==> src/rtl/assert_macros.svh <==
// assertion macros shared by the rtl
// no dependencies
`ifndef ASSERT_MACROS_SVH
`define ASSERT_MACROS_SVH
`define SAA_ASSERT(lbl, prop, msg) \
  lbl: assert property (@(posedge clk) disable iff (rst) prop) else $error(msg);
`define SAA_ASSERT_RST(lbl, prop, msg) \
  lbl: assert property (@(posedge clk) prop) else $error(msg);
`endif

==> src/rtl/saa_pkg.sv <==
// types and codes for the stack arena allocator
// no dependencies
package saa_pkg;
  localparam int OFFSET_BITS = 24;

  localparam logic [1:0] ACT_ALLOC = 2'd0;
  localparam logic [1:0] ACT_PUSH  = 2'd1;
  localparam logic [1:0] ACT_POP   = 2'd2;
  localparam logic [1:0] ACT_RESET = 2'd3;

  localparam logic [1:0] ST_OK     = 2'd0;
  localparam logic [1:0] ST_ARENA  = 2'd1;
  localparam logic [1:0] ST_STACK  = 2'd2;
  localparam logic [1:0] ST_MARKER = 2'd3;

  localparam logic [1:0] REG_ARENA_SIZE = 2'd0;
  localparam logic [1:0] REG_BASE_ADDR  = 2'd1;

  typedef struct packed {
    logic [1:0]  action;
    logic [23:0] request_size;
    logic [3:0]  align_log2;
    logic [23:0] rewind_marker;
  } req_t;

  typedef struct packed {
    logic [1:0]  status;
    logic [31:0] block_address;
    logic [23:0] current_offset;
    logic [23:0] peak_used;
    logic [31:0] alloc_count;
    logic [31:0] failure_count;
    logic [39:0] bytes_requested;
    logic [39:0] bytes_consumed;
    logic [39:0] padding_waste;
  } rsp_t;
endpackage

==> src/rtl/saa_if.sv <==
// valid/ready channel interfaces for requests and results
// depends on saa_pkg
interface saa_req_if import saa_pkg::*; ();
  logic        valid;
  logic        ready;
  logic [1:0]  action;
  logic [23:0] request_size;
  logic [3:0]  align_log2;
  logic [23:0] rewind_marker;
  modport source (output valid, action, request_size, align_log2, rewind_marker, input ready);
  modport sink (input valid, action, request_size, align_log2, rewind_marker, output ready);
endinterface

interface saa_rsp_if import saa_pkg::*; ();
  logic        valid;
  logic        ready;
  logic [1:0]  status;
  logic [31:0] block_address;
  logic [23:0] current_offset;
  logic [23:0] peak_used;
  logic [31:0] alloc_count;
  logic [31:0] failure_count;
  logic [39:0] bytes_requested;
  logic [39:0] bytes_consumed;
  logic [39:0] padding_waste;
  modport source (output valid, status, block_address, current_offset, peak_used, alloc_count,
    failure_count, bytes_requested, bytes_consumed, padding_waste, input ready);
  modport sink (input valid, status, block_address, current_offset, peak_used, alloc_count,
    failure_count, bytes_requested, bytes_consumed, padding_waste, output ready);
endinterface

==> src/rtl/saa_front.sv <==
// request front end: two-entry word queue between the port and the engine
// depends on saa_pkg
module saa_front import saa_pkg::*; (
  input  logic clk,
  input  logic rst,
  input  logic in_valid,
  output logic in_ready,
  input  req_t in_word,
  output logic q_valid,
  input  logic q_take,
  output req_t q_word
);
  req_t       mem [2];
  logic       wp, rp;
  logic [1:0] cnt;

  assign in_ready = (cnt != 2'd2);
  assign q_valid  = (cnt != 2'd0);
  assign q_word   = mem[rp];

  always_ff @(posedge clk) begin
    if (in_valid && in_ready) mem[wp] <= in_word;
  end

  always_ff @(posedge clk) begin
    if (rst) begin
      wp <= 1'b0;
      rp <= 1'b0;
      cnt <= 2'd0;
    end else begin
      if (in_valid && in_ready) wp <= ~wp;
      if (q_take && q_valid) rp <= ~rp;
      cnt <= cnt + 2'(in_valid && in_ready) - 2'(q_take && q_valid);
    end
  end
endmodule

==> src/rtl/saa_back.sv <==
// allocation engine: arithmetic, stacks, counters and the result register
// depends on saa_pkg
module saa_back import saa_pkg::*; #(
  parameter int ROLLBACK_DEPTH   = 64,
  parameter int CHECKPOINT_DEPTH = 16
) (
  input  logic        clk,
  input  logic        rst,
  input  logic [23:0] arena_size,
  input  logic [31:0] base_address,
  input  logic        q_valid,
  output logic        q_take,
  input  req_t        q_word,
  output logic        out_valid,
  input  logic        out_ready,
  output rsp_t        out_word
);
  localparam int RB_AW = $clog2(ROLLBACK_DEPTH);
  localparam int CP_AW = $clog2(CHECKPOINT_DEPTH);
  localparam int RB_CW = $clog2(ROLLBACK_DEPTH + 1);
  localparam int CP_CW = $clog2(CHECKPOINT_DEPTH + 1);
  localparam logic [2:0] S_IDLE = 3'd0, S_CALC = 3'd1, S_RB = 3'd2, S_CP = 3'd3,
    S_DONE = 3'd4;
  localparam logic [32:0] OFFSET_MAX = (33'd1 << OFFSET_BITS) - 33'd1;

  logic [2:0]  state;
  req_t        cur;
  logic [23:0] offset, peak;
  logic [RB_CW-1:0] rb_cnt;
  logic [CP_CW-1:0] cp_cnt;
  logic [31:0] grants, fails;
  logic [39:0] req_sum, con_sum, pad_sum;
  logic [23:0] rb_mem [ROLLBACK_DEPTH];
  logic [23:0] cp_mem [CHECKPOINT_DEPTH];
  logic [23:0] rb_rd, cp_rd;
  logic        rd_ok;
  logic [31:0] addr, amask, pad;
  logic [33:0] need;
  logic [32:0] limit;
  logic [1:0]  status;
  logic [31:0] block;

  assign limit = ({9'd0, arena_size} < OFFSET_MAX) ? {9'd0, arena_size} : OFFSET_MAX;
  assign addr  = base_address + {8'd0, offset};
  assign amask = (32'd1 << cur.align_log2) - 32'd1;
  assign pad   = (32'd0 - addr) & amask;
  assign need  = {10'd0, offset} + {2'd0, pad} + {10'd0, cur.request_size};
  assign q_take = (state == S_IDLE) && !out_valid;

  always_ff @(posedge clk) begin
    if (state == S_RB && rb_cnt != '0) rb_rd <= rb_mem[RB_AW'(rb_cnt - 1'b1)];
    if (state == S_CP && cp_cnt != '0) cp_rd <= cp_mem[CP_AW'(cp_cnt - 1'b1)];
    if (state == S_CALC && cur.action == ACT_ALLOC && need <= {1'b0, limit}
        && rb_cnt < RB_CW'(ROLLBACK_DEPTH))
      rb_mem[RB_AW'(rb_cnt)] <= offset;
    if (state == S_CALC && cur.action == ACT_PUSH && cp_cnt < CP_CW'(CHECKPOINT_DEPTH))
      cp_mem[CP_AW'(cp_cnt)] <= offset;
  end

  always_ff @(posedge clk) begin
    if (q_take && q_valid) cur <= q_word;
  end

  always_ff @(posedge clk) begin
    if (rst) begin
      state <= S_IDLE;
      out_valid <= 1'b0;
      offset <= '0; peak <= '0; rb_cnt <= '0; cp_cnt <= '0;
      grants <= '0; fails <= '0; req_sum <= '0; con_sum <= '0; pad_sum <= '0;
      rd_ok <= 1'b0;
      status <= ST_OK; block <= '0;
    end else begin
      if (out_valid && out_ready) out_valid <= 1'b0;
      case (state)
        S_IDLE: if (q_take && q_valid) state <= S_CALC;
        S_CALC: begin
          status <= ST_OK;
          block <= '0;
          rd_ok <= 1'b0;
          state <= S_DONE;
          case (cur.action)
            ACT_ALLOC: begin
              if (need > {1'b0, limit}) begin
                status <= ST_ARENA; fails <= fails + 32'd1;
              end else if (rb_cnt >= RB_CW'(ROLLBACK_DEPTH)) begin
                status <= ST_STACK; fails <= fails + 32'd1;
              end else begin
                rb_cnt <= rb_cnt + 1'b1;
                offset <= need[23:0];
                if (need[23:0] > peak) peak <= need[23:0];
                grants <= grants + 32'd1;
                req_sum <= req_sum + {16'd0, cur.request_size};
                con_sum <= con_sum + {16'd0, cur.request_size} + {8'd0, pad};
                pad_sum <= pad_sum + {8'd0, pad};
                block <= addr + pad;
              end
            end
            ACT_PUSH: begin
              if (cp_cnt >= CP_CW'(CHECKPOINT_DEPTH)) status <= ST_STACK;
              else cp_cnt <= cp_cnt + 1'b1;
            end
            ACT_POP: begin
              if (cur.rewind_marker > offset) status <= ST_MARKER;
              else state <= S_RB;
            end
            default: begin
              offset <= '0; peak <= '0; rb_cnt <= '0; cp_cnt <= '0;
              grants <= '0; fails <= '0; req_sum <= '0; con_sum <= '0; pad_sum <= '0;
            end
          endcase
        end
        S_RB: begin
          // rd_ok marks rb_rd valid for the current top
          if (!rd_ok) begin
            if (rb_cnt == '0) begin state <= S_CP; end
            else rd_ok <= 1'b1;
          end else begin
            rd_ok <= 1'b0;
            if (rb_rd >= cur.rewind_marker) rb_cnt <= rb_cnt - 1'b1;
            else state <= S_CP;
          end
        end
        S_CP: begin
          if (!rd_ok) begin
            if (cp_cnt == '0) begin offset <= cur.rewind_marker; state <= S_DONE; end
            else rd_ok <= 1'b1;
          end else begin
            rd_ok <= 1'b0;
            if (cp_rd >= cur.rewind_marker) cp_cnt <= cp_cnt - 1'b1;
            else begin offset <= cur.rewind_marker; state <= S_DONE; end
          end
        end
        S_DONE: begin
          out_valid <= 1'b1;
          state <= S_IDLE;
        end
        default: state <= S_IDLE;
      endcase
    end
  end

  assign out_word = '{status: status, block_address: block, current_offset: offset,
    peak_used: peak, alloc_count: grants, failure_count: fails,
    bytes_requested: req_sum, bytes_consumed: con_sum, padding_waste: pad_sum};
endmodule

==> src/rtl/stack_arena_allocator.sv <==
// channel    dir  fields
// req        in   action request_size align_log2 rewind_marker
// rsp        out  status block_address offsets counters sums
// apb        in   arena_size @0x0, base_address @0x4
// allocate, push, reject and reset pass from accept through S_CALC and S_DONE to the result
// pop drops rollback, then checkpoint entries at or above the marker (S_RB, S_CP) and sets the offset to it
// a request is queued (two words) while the engine is busy; one word is worked at a time
// a result waits in the output register; the engine holds until it is taken
// rst is synchronous; the stacks need no clearing after reset
// depends on saa_pkg, saa_if, saa_front, saa_back, assert_macros.svh
`include "assert_macros.svh"
module stack_arena_allocator import saa_pkg::*; #(
  parameter int ROLLBACK_DEPTH   = 64,
  parameter int CHECKPOINT_DEPTH = 16
) (
  input  logic        clk,
  input  logic        rst,
  saa_req_if.sink     req,
  saa_rsp_if.source   rsp,
  input  logic        psel,
  input  logic        penable,
  input  logic        pwrite,
  input  logic [2:0]  paddr,
  input  logic [31:0] pwdata,
  output logic [31:0] prdata,
  output logic        pready
);
  logic [23:0] arena_size;
  logic [31:0] base_address;
  logic        q_valid, q_take;
  req_t        q_word, in_word;
  rsp_t        out_word;
  logic        wr;

  assign pready = 1'b1;
  assign wr = psel && penable && pwrite;
  always_ff @(posedge clk) begin
    if (rst) begin
      arena_size <= 24'd65536;
      base_address <= '0;
    end else if (wr) begin
      if (paddr[2] == REG_BASE_ADDR[0]) base_address <= pwdata;
      else arena_size <= pwdata[23:0];
    end
  end
  always_comb begin
    case (paddr[2])
      REG_ARENA_SIZE[0]: prdata = {8'd0, arena_size};
      default:           prdata = base_address;
    endcase
  end

  assign in_word = '{action: req.action, request_size: req.request_size,
    align_log2: req.align_log2, rewind_marker: req.rewind_marker};

  saa_front u_front (.clk, .rst, .in_valid(req.valid), .in_ready(req.ready), .in_word,
    .q_valid, .q_take, .q_word);

  saa_back #(.ROLLBACK_DEPTH(ROLLBACK_DEPTH), .CHECKPOINT_DEPTH(CHECKPOINT_DEPTH))
    u_back (.clk, .rst, .arena_size, .base_address,
    .q_valid, .q_take, .q_word, .out_valid(rsp.valid), .out_ready(rsp.ready), .out_word);

  assign rsp.status = out_word.status;
  assign rsp.block_address = out_word.block_address;
  assign rsp.current_offset = out_word.current_offset;
  assign rsp.peak_used = out_word.peak_used;
  assign rsp.alloc_count = out_word.alloc_count;
  assign rsp.failure_count = out_word.failure_count;
  assign rsp.bytes_requested = out_word.bytes_requested;
  assign rsp.bytes_consumed = out_word.bytes_consumed;
  assign rsp.padding_waste = out_word.padding_waste;

  `SAA_ASSERT(a_fail_no_block, rsp.valid && rsp.status != ST_OK |-> rsp.block_address == 32'd0, "failed word carries an address")
  `SAA_ASSERT(a_peak_ge_off, rsp.valid |-> rsp.peak_used >= rsp.current_offset, "peak below offset")
  `SAA_ASSERT_RST(a_rst_idle, rst |=> !rsp.valid, "result valid after reset")
endmodule
==> src/flat_wrapper.sv <==
// flat-port wrapper written by rule: the top's interface ports become plain ports
module stack_arena_allocator_flat import saa_pkg::*;
#(
  parameter int ROLLBACK_DEPTH   = 64,
  parameter int CHECKPOINT_DEPTH = 16
)
  (clk, rst, psel, penable, pwrite, paddr, pwdata, prdata, pready, req_valid, req_action, req_request_size, req_align_log2, req_rewind_marker, req_ready, rsp_valid, rsp_status, rsp_block_address, rsp_current_offset, rsp_peak_used, rsp_alloc_count, rsp_failure_count, rsp_bytes_requested, rsp_bytes_consumed, rsp_padding_waste, rsp_ready);
  saa_req_if req_i ();
  saa_rsp_if rsp_i ();
  input  logic clk;
  input  logic rst;
  input  logic psel;
  input  logic penable;
  input  logic pwrite;
  input  logic [2:0] paddr;
  input  logic [31:0] pwdata;
  output logic [31:0] prdata;
  output logic pready;
  input wire logic [$bits(req_i.valid)-1:0] req_valid;
  input wire logic [$bits(req_i.action)-1:0] req_action;
  input wire logic [$bits(req_i.request_size)-1:0] req_request_size;
  input wire logic [$bits(req_i.align_log2)-1:0] req_align_log2;
  input wire logic [$bits(req_i.rewind_marker)-1:0] req_rewind_marker;
  output wire logic [$bits(req_i.ready)-1:0] req_ready;
  output wire logic [$bits(rsp_i.valid)-1:0] rsp_valid;
  output wire logic [$bits(rsp_i.status)-1:0] rsp_status;
  output wire logic [$bits(rsp_i.block_address)-1:0] rsp_block_address;
  output wire logic [$bits(rsp_i.current_offset)-1:0] rsp_current_offset;
  output wire logic [$bits(rsp_i.peak_used)-1:0] rsp_peak_used;
  output wire logic [$bits(rsp_i.alloc_count)-1:0] rsp_alloc_count;
  output wire logic [$bits(rsp_i.failure_count)-1:0] rsp_failure_count;
  output wire logic [$bits(rsp_i.bytes_requested)-1:0] rsp_bytes_requested;
  output wire logic [$bits(rsp_i.bytes_consumed)-1:0] rsp_bytes_consumed;
  output wire logic [$bits(rsp_i.padding_waste)-1:0] rsp_padding_waste;
  input wire logic [$bits(rsp_i.ready)-1:0] rsp_ready;
  assign req_i.valid = req_valid;
  assign req_i.action = req_action;
  assign req_i.request_size = req_request_size;
  assign req_i.align_log2 = req_align_log2;
  assign req_i.rewind_marker = req_rewind_marker;
  assign req_ready = req_i.ready;
  assign rsp_valid = rsp_i.valid;
  assign rsp_status = rsp_i.status;
  assign rsp_block_address = rsp_i.block_address;
  assign rsp_current_offset = rsp_i.current_offset;
  assign rsp_peak_used = rsp_i.peak_used;
  assign rsp_alloc_count = rsp_i.alloc_count;
  assign rsp_failure_count = rsp_i.failure_count;
  assign rsp_bytes_requested = rsp_i.bytes_requested;
  assign rsp_bytes_consumed = rsp_i.bytes_consumed;
  assign rsp_padding_waste = rsp_i.padding_waste;
  assign rsp_i.ready = rsp_ready;
  stack_arena_allocator #(.ROLLBACK_DEPTH(ROLLBACK_DEPTH), .CHECKPOINT_DEPTH(CHECKPOINT_DEPTH)) u_core (.clk(clk), .rst(rst), .req(req_i), .rsp(rsp_i), .psel(psel), .penable(penable), .pwrite(pwrite), .paddr(paddr), .pwdata(pwdata), .prdata(prdata), .pready(pready));
endmodule
==> config.mk <==
export PLATFORM = sky130hd
export DESIGN_NAME = stack_arena_allocator_flat
export DESIGN_NICKNAME = d
export VERILOG_FILES = /design/src/rtl/saa_pkg.sv /design/src/rtl/saa_if.sv /design/src/rtl/saa_front.sv /design/src/rtl/saa_back.sv /design/src/rtl/stack_arena_allocator.sv /design/src/flat_wrapper.sv
export VERILOG_INCLUDE_DIRS = /design/src /design/src/rtl
export SDC_FILE = /design/constraint.sdc
export NUM_CORES = 2
export LEC_CHECK = 0
export BUFFER_PORTS_ARGS = -buffer_cell sky130_fd_sc_hd__buf_2
export CAP_MARGIN = 20
export CORE_UTILIZATION = 56
export DETAILED_ROUTE_END_ITERATION = 6
export PLACE_DENSITY_LB_ADDON = 0.08
export SETUP_SLACK_MARGIN = 0.4
export SLEW_MARGIN = 10
export SYNTH_ARGS = -nofsm -noshare
export SYNTH_HDL_FRONTEND = slang
export SYNTH_SLANG_ARGS = --single-unit
==> constraint.sdc <==
create_clock -name clk -period 10.3 [get_ports clk]
set_clock_uncertainty 0.1 [all_clocks]
set_input_delay 3.09 -clock clk [delete_from_list [all_inputs] [get_ports clk]]
set_output_delay 3.09 -clock clk [all_outputs]
set_load 0.05 [all_outputs]
Word level (Yosys, flattened, before mapping)

Memories as Yosys holds them, arrays and structs flattened. A register that Yosys moved wholly into a read port is not among the register bits.
Cells that the tools add are included.

Bits in registers: 343
Latch bits: 0
Memory bits (writable): 2028
Memory bits (read-only): 0
Memories: 3

Add/subtract/negate cells: 18
Multiply operators: 0
Div/mod/pow operators: 0
$lt $le $gt $ge: 11
Eq/ne operators: 25
Shift operators: 1
Multiplexer cells: 70
Bitwise gates (word level): 5
Reductions and logical operators: 36

Memories:

| memory               | words | bits a word | rd ports | clocked after memory_dff | write ports | line            | RTL |
|---|---|---|---|---|---|---|---|
| u_core.u_back.rb_mem | 64    | 24          | 1        | 1                        | 1           | saa_back.sv:33  | `logic [23:0] rb_mem [ROLLBACK_DEPTH];` |
| u_core.u_back.cp_mem | 16    | 24          | 1        | 1                        | 1           | saa_back.sv:34  | `logic [23:0] cp_mem [CHECKPOINT_DEPTH];` |
| u_core.u_front.mem   | 2     | 54          | 1        | 1                        | 1           | saa_front.sv:13 | `req_t mem [2];` |

Operator list:

| kind                                                | number |
|---|---|
| 2-to-1 mux 32 bit                                   | 8 |
| 2-to-1 mux 40 bit                                   | 6 |
| case mux 40 bit (2 select lines)                    | 3 |
| 2-to-1 mux 24 bit                                   | 9 |
| case mux 24 bit (2 select lines)                    | 3 |
| case mux 32 bit (2 select lines)                    | 2 |
| adder 40 x 24 -> 40 bit                             | 2 |
| adder 40 x 32 -> 40 bit                             | 2 |
| adder 32 x 1 -> 32 bit (second input constant)      | 2 |
| >= comparator 24 bit                                | 2 |
| greater-than comparator 24 bit                      | 2 |
| adder 33 x 24 -> 34 bit                             | 1 |
| greater-than comparator 34 x 24 -> 1 bit            | 1 |
| less-or-equal comparator 34 x 24 -> 1 bit           | 1 |
| adder 24 x 32 -> 33 bit                             | 1 |
| adder 32 x 24 -> 32 bit                             | 1 |
| adder 32 bit                                        | 1 |
| bitwise AND 32 bit                                  | 1 |
| << shifter 1 x 4 -> 32 bit (first input constant)   | 1 |
| subtractor 1 x 32 -> 32 bit (first input constant)  | 1 |
| subtractor 32 x 1 -> 32 bit (second input constant) | 1 |
| 2-to-1 mux 7 bit                                    | 4 |
| case mux 7 bit (2 select lines)                     | 2 |
| 2-to-1 mux 3 bit                                    | 9 |
| 45 further kinds                                    | 100 |

Depth between registers and ports, before layout

Depth in word-level cells: 10
Gate-level depth with buffers: 41

Cells and area by module

Synthesis repeated with hierarchy kept, for this count alone.

Cells, all modules: 6586
Area total of the unflattened synthesis: 108828.1 um^2

Modules (own cells, without submodules):

| module                | instances | cells each | area each (um^2) | sequential area each (um^2) |
|---|---|---|---|---|
| saa_back              | 1         | 6136       | 101720.1         | 66383.7 |
| saa_front             | 1         | 192        | 4383.0           | 3343.2 |
| stack_arena_allocator | 1         | 258        | 2725.1           | 1121.1 |

Worst setup path after synthesis

OpenSTA, ideal clock, no wires.

Path kind: register -> register
Start: reg u_core.u_back.offset[0]
End: mem u_core.u_back.rb_mem[16][0] (enable)
Library setup time: 405 ps
Data arrival time: 10988 ps
Data required time: 9795 ps
Slack: -1193 ps
Stages on the path, launching flop included: 39
Period minus slack after synthesis: 11493 ps
Path through: dfxtp_1 -> ha_1 -> inv_1 -> fa_1 -> and2b_1 -> o21a_1 -> o311ai_1 -> nor4_4 -> o211ai_4 -> nor4b_4 -> and2_1 -> xnor2_1 -> nor2_1 -> fa_1 -> ha_1 -> a21o_1 -> or3_1 -> o31ai_1 -> (+3 left out) -> a21o_1 -> a21oi_1 -> xnor2_1 -> ha_1 -> and3_1 -> nand3_1 -> o31ai_1 -> nand2_1 -> a2111oi_0 -> o21a_1 -> o21ai_0 -> nor4_4 -> and2_4 -> buf_8 -> nand2_1 -> nor2_1 -> nand3_1 -> nor2_1

Longest elaborated chain between the ends: 10

Ends and longest elaborated chain:

| what                                          | line           | RTL |
|---|---|---|
| start: declaration                            | saa_back.sv:28 | `logic [23:0] offset, peak;` |
| start signal: assignment                      | saa_back.sv:89 | `offset <= need[23:0];` |
| adder 32 x 24 -> 32 bit                       | saa_back.sv:44 | `assign addr = base_address + {8'd0, offset};` |
| subtractor 1 x 32 -> 32 bit                   | saa_back.sv:46 | `assign pad = (32'd0 - addr) & amask;` |
| bitwise AND 32 bit                            | saa_back.sv:46 |  |
| adder 24 x 32 -> 33 bit (*)                   | saa_back.sv:47 | `assign need = {10'd0, offset} + {2'd0, pad} + {10'd0, cur.request_size};` |
| adder 33 x 24 -> 34 bit (*)                   | saa_back.sv:47 |  |
| less-or-equal comparator 34 x 24 -> 1 bit (*) | saa_back.sv:53 | `if (state == S_CALC && cur.action == ACT_ALLOC && need <= {1'b0, limit}` |
| logical AND 1 bit (*)                         | saa_back.sv:53 |  |
| logical AND 1 bit (*)                         | saa_back.sv:54 | `&& rb_cnt < RB_CW'(ROLLBACK_DEPTH))` |
| 2-to-1 mux 1 bit (*)                          | saa_back.sv:53 |  |
| 2-to-1 mux 1 bit (implied by the code) (*)    | saa_back.sv:55 | `rb_mem[RB_AW'(rb_cnt)] <= offset;` |
| end: declaration                              | saa_back.sv:33 |  |

Mark *: on every way between the ends. The rest lies on a longest branch, timed or not.

Worst setup path in the final report

Start: reg u_core.base_address[0]
End: reg u_core.u_back.offset[2]

Longest elaborated chain between the ends: 9
Elaborated cells on any way between the ends: 12
Those cells by class: add/sub (4); order compare (1); eq/ne (1); mux (4); bitwise (1); reduce/logical (1)

Ends and longest elaborated chain:

| what                                                                             | line                        | RTL |
|---|---|---|
| start: declaration                                                               | stack_arena_allocator.sv:29 | `logic [31:0] base_address;` |
| start signal: assignment                                                         | stack_arena_allocator.sv:42 | `if (paddr[2] == REG_BASE_ADDR[0]) base_address <= pwdata;` |
| adder 32 x 24 -> 32 bit (*)                                                      | saa_back.sv:44              |  |
| subtractor 1 x 32 -> 32 bit (*)                                                  | saa_back.sv:46              |  |
| bitwise AND 32 bit (*)                                                           | saa_back.sv:46              |  |
| adder 24 x 32 -> 33 bit (*)                                                      | saa_back.sv:47              |  |
| adder 33 x 24 -> 34 bit (*)                                                      | saa_back.sv:47              |  |
| branches (longest 4 deep; another with greater-than comparator 34 x 24 -> 1 bit) | -                           |  |

Mark *: on every way between the ends. The select of a mux whose other input is x is not followed.
A chain may end at the register's enable or synchronous reset.

==> results.toml <==
[run_status]
status = "finished, final reports clean"

[yosys]
ys_ff_latch = 2473
synth_warnings = 0
netlist_instances = 6561
synthArstFlopShare = 0
avgSynthCellArea_sq_um = 16.30
ys_types = 113
ys_seq_area_frac = 0.6623
synthFlopType = "edfxtp_1"
synth_edf_count = 2130
syn_area_sq_mm = 0.1069

[timing]
fin_crit_ns = 9.608
finalSetupViolations = 0
fin_setup_tns_ns = 0
slew_headroom = 0.2804
drv_slew = 0
fmax_mhz = 104.1
rsz0062_at_grt = "no"
period_share = 0.9328
hold_violations = 0
whs_ns = 0.3507
worst_slew_pin_slew_ns = 1.079

[critical_path]
path_max_fanout = 17
reg2reg_slack_ns = 0.69
criticalPathCategory = "reg -> reg"
cp-start-kind = "flip-flop"
cpPeakStageDelay_ns = 0.57
required_ns = 10.91
r2r-start = "u_core.base_address[0]"
critPathLaunch = "u_core.base_address[0]"
critPathArrivalTime_ns = 10.22
critPathSlowestCell = "nor3_1"
r2r_end = "u_core.u_back.offset[2]"
critPathMostFrequentCell = "a21oi_1"
cp-end-kind = "flip-flop"
worst-r2r-cell-count = 36

[floorplanning]
die_area_sq_mm = 0.1927
ioPinCount = 397
die_w_um = 439.0
rows = 160
start_util = 0.5629
dieHeight_um = 439.0
core_area_sq_mm = 0.1900

[min_path]
hold_class = "reg -> reg"
worstHoldPathCells = 2
hold-path-endpoint = "u_core.u_back.block[13]"
hold_start = "u_core.u_back.block[13]"

[power_and_ir_drop]
vdd_ir_drop_max_mv = 0.2937
clockPowerShare = 0.252
p_leak_nw = 41.76
p_int_w = 0.02228
combPwrFrac = 0.387
p_switching_w = 0.01282
swShare = 0.3653
finalPower_w = 0.03510
power_density_mw_per_mm2 = 286.5
seqPwrFrac = 0.361

[clocking]
cts_hold_buf = 0
clkSinkCount = 2473
cts_buffers = 241
cts_tree = "built"
root_buffer = "clkbuf_16"
clock_path_buffers = 3
clk_pin_slew_ns = 0.06
htree_levels = 4
clk_latency_ns = 0.88

[routing]
routedWlPerCell_um = 29.56
first_pass_iters = 6
via_count = 62015
wl_um = 293100
viasPerCell = 6.253
drc = 0
ant_nets = 0
first_iter_violations = 6350

[placement]
dp_hpwl_um = 187800
place_congestion = 0.9298
io_buffers = 393
dpl.cell_count = 9427

[finish]
fin_nets = 7621
fin_cells = 9918
areaGrowthSynthToFinish_pct = 14.54
drive_above_1_share = 0.2577

[global_route]
grt_pass1_wl_um = 417500
grt_usage = 0.3033
grt_remaining_overflow = 0
grt_pass1_vias = 59859
grt_max_degree = 167
antenna_found_initial = 40

[run]
drv_cap = 0
-- through the flow --
| step | worst slack [ns] | utilization | cell area (sq um) |
|---|---|---|---|
| finish | 0.6923 | 0.6448 | 122500 |
| floorplan | 0.1747 | - | 107300 |
| CTS | 0.4029 | 0.6431 | 122200 |
| global route | 0.3580 | 0.6445 | 122500 |
| global placement | -0.1044 | 0.6005 | 114100 |
| detailed placement | -0.3860 | 0.6005 | 114100 |
-- state kept, by name, summed over array words and instances, names as in the netlist, 40 cells and up --
| signal | flops |
|---|---|
| u_core.u_back.cur | 54 |
| u_core.u_back.rb_mem | 1536 |
| u_core.u_back.pad_sum | 40 |
| u_core.u_back.req_sum | 40 |
| u_core.u_front.mem | 108 |
| u_core.u_back.con_sum | 40 |
| u_core.u_back.cp_mem | 384 |
-- layout by cell type (no fill, tap or decap), types with 186 or more instances in the layout --
master / n
a21oi_1: 354
edfxtp_1: 2130
nand2_1: 447
nand3_1: 186
buf_2: 392
mux4_2: 624
dfxtp_1: 315
nor2_1: 309
clkbuf_16: 244
ha_1: 293
-- area by class of cell --
cell class,instances,area (sq um)
diodes,25,62.56
fillers,13401,67490
clock buffers,295,6331
multi-input cells,3653,34990
flip-flops and latches,2473,70930
clock inverters,155,1657
well taps,2511,3142
inverters,170,638.1
repair buffers,636,4742
-- repair_timing --
| action | in CTS | in global routing |
|---|---|---|
| gates cloned | 0 | 4 |
| gates resized for setup | 17 | 21 |
| hold endpoints to repair | 0 | 0 |
| endpoints found under the setup margin | 1803 | 1796 |
| setup buffers | 3 | 7 |
| pin swaps | 3 | 7 |
-- Yosys cell counts, types with 10 or more instances --
cell      number  share of area
a211oi_1      40         0.0028
a21o_1        87         0.0061
a21oi_1      356          0.017
a31oi_1       19         0.0011
and2_1        30         0.0018
and3_1        52         0.0030
and4_1        12        0.00098
buf_1         54         0.0019
buf_2         23         0.0011
clkbuf_1     218         0.0077
dfxtp_1      343          0.064
edfxtp_1    2130           0.60
fa_1          53         0.0099
ha_1         297          0.035
inv_1        168         0.0059
mux2_1        10         0.0011
mux2_2        57         0.0060
mux2_4        10         0.0014
mux4_2       624           0.13
nand2_1      449          0.016
nand2b_1      40         0.0023
nand3_1      189         0.0088
nand4_1       60         0.0035
nor2_1       390          0.014
nor2b_1       49         0.0029
nor3_1        57         0.0027
nor3b_1       12        0.00084
o211ai_1      14        0.00098
o21a_1        31         0.0022
o21ai_0      159         0.0074
o21ai_1       11        0.00051
o21bai_1      35         0.0025
o22ai_1       11        0.00064
or3_1         25         0.0015
xnor2_1      140          0.011
xor2_1       110         0.0090
-- metal layers --
layer / up-vias / track usage / part of all wire
met3: 419 / 0.05497 / 0.080
li1: 26913 / - / -
met4: 8 / 0.1049 / 0.038
met2: 2515 / 0.4913 / 0.48
met5: - / 0 / 0.00017
met1: 32160 / 0.4165 / 0.40
-- worst max-delay path by stage --
| stage | end | slack [ns] | cells past startpoint |
|---|---|---|---|
| 2_1_floorplan | u_core.u_back.rb_mem[13][0] | 0.17 | 38 |
| 3_3_place_gp | u_core.u_back.rb_mem[15][15] | -0.10 | 38 |
| 3_5_place_dp | u_core.u_back.rb_mem[8][15] | -0.39 | 38 |
| 4_1_cts | u_core.u_back.rb_mem[30][14] | 0.40 | 40 |
| 5_1_grt | u_core.u_back.rb_mem[30][10] | 0.36 | 41 |
| 6_report | u_core.u_back.offset[2] | 0.69 | 36 |
-- worst max-delay path: cells and delay by family (launching register included) --
family                   cells  cell delay, ns
AO/OA/AOI/OAI               17            3.89
XOR/XNOR                     1            0.31
adder cells (fa/ha/maj)      5            1.78
buffers and inverters        3            0.34
flip-flops                   1            0.38
AND/OR/NAND/NOR             10            2.62
-- power by group through the flow --
stage	clock network (W)	logic, W	registers, W
2_1_floorplan	0	0.00797	0.0134
3_3_place_gp	0	0.0131	0.0129
3_5_place_dp	0	0.0133	0.0129
4_1_cts	0.00896	0.0134	0.0127
5_1_grt	0.00933	0.0146	0.0127
6_report	0.00884	0.0136	0.0127
-- cells by family (layout without fill, tap and decap cells) --
logic type / Yosys count / in the layout / share of synthesized area
flops: 2473 / 2473 / 0.6623
simple gates: 1431 / 1431 / 0.06341
compound gates: 871 / 872 / 0.05094
mux: 708 / 708 / 0.1405
buf+inv: 475 / 1256 / 0.01750
fa+ha+maj: 351 / 351 / 0.04476
xor+xnor: 250 / 250 / 0.02047
other cells: 2 / 66 / 0.00007023
(Power assumes the default switching activity.)
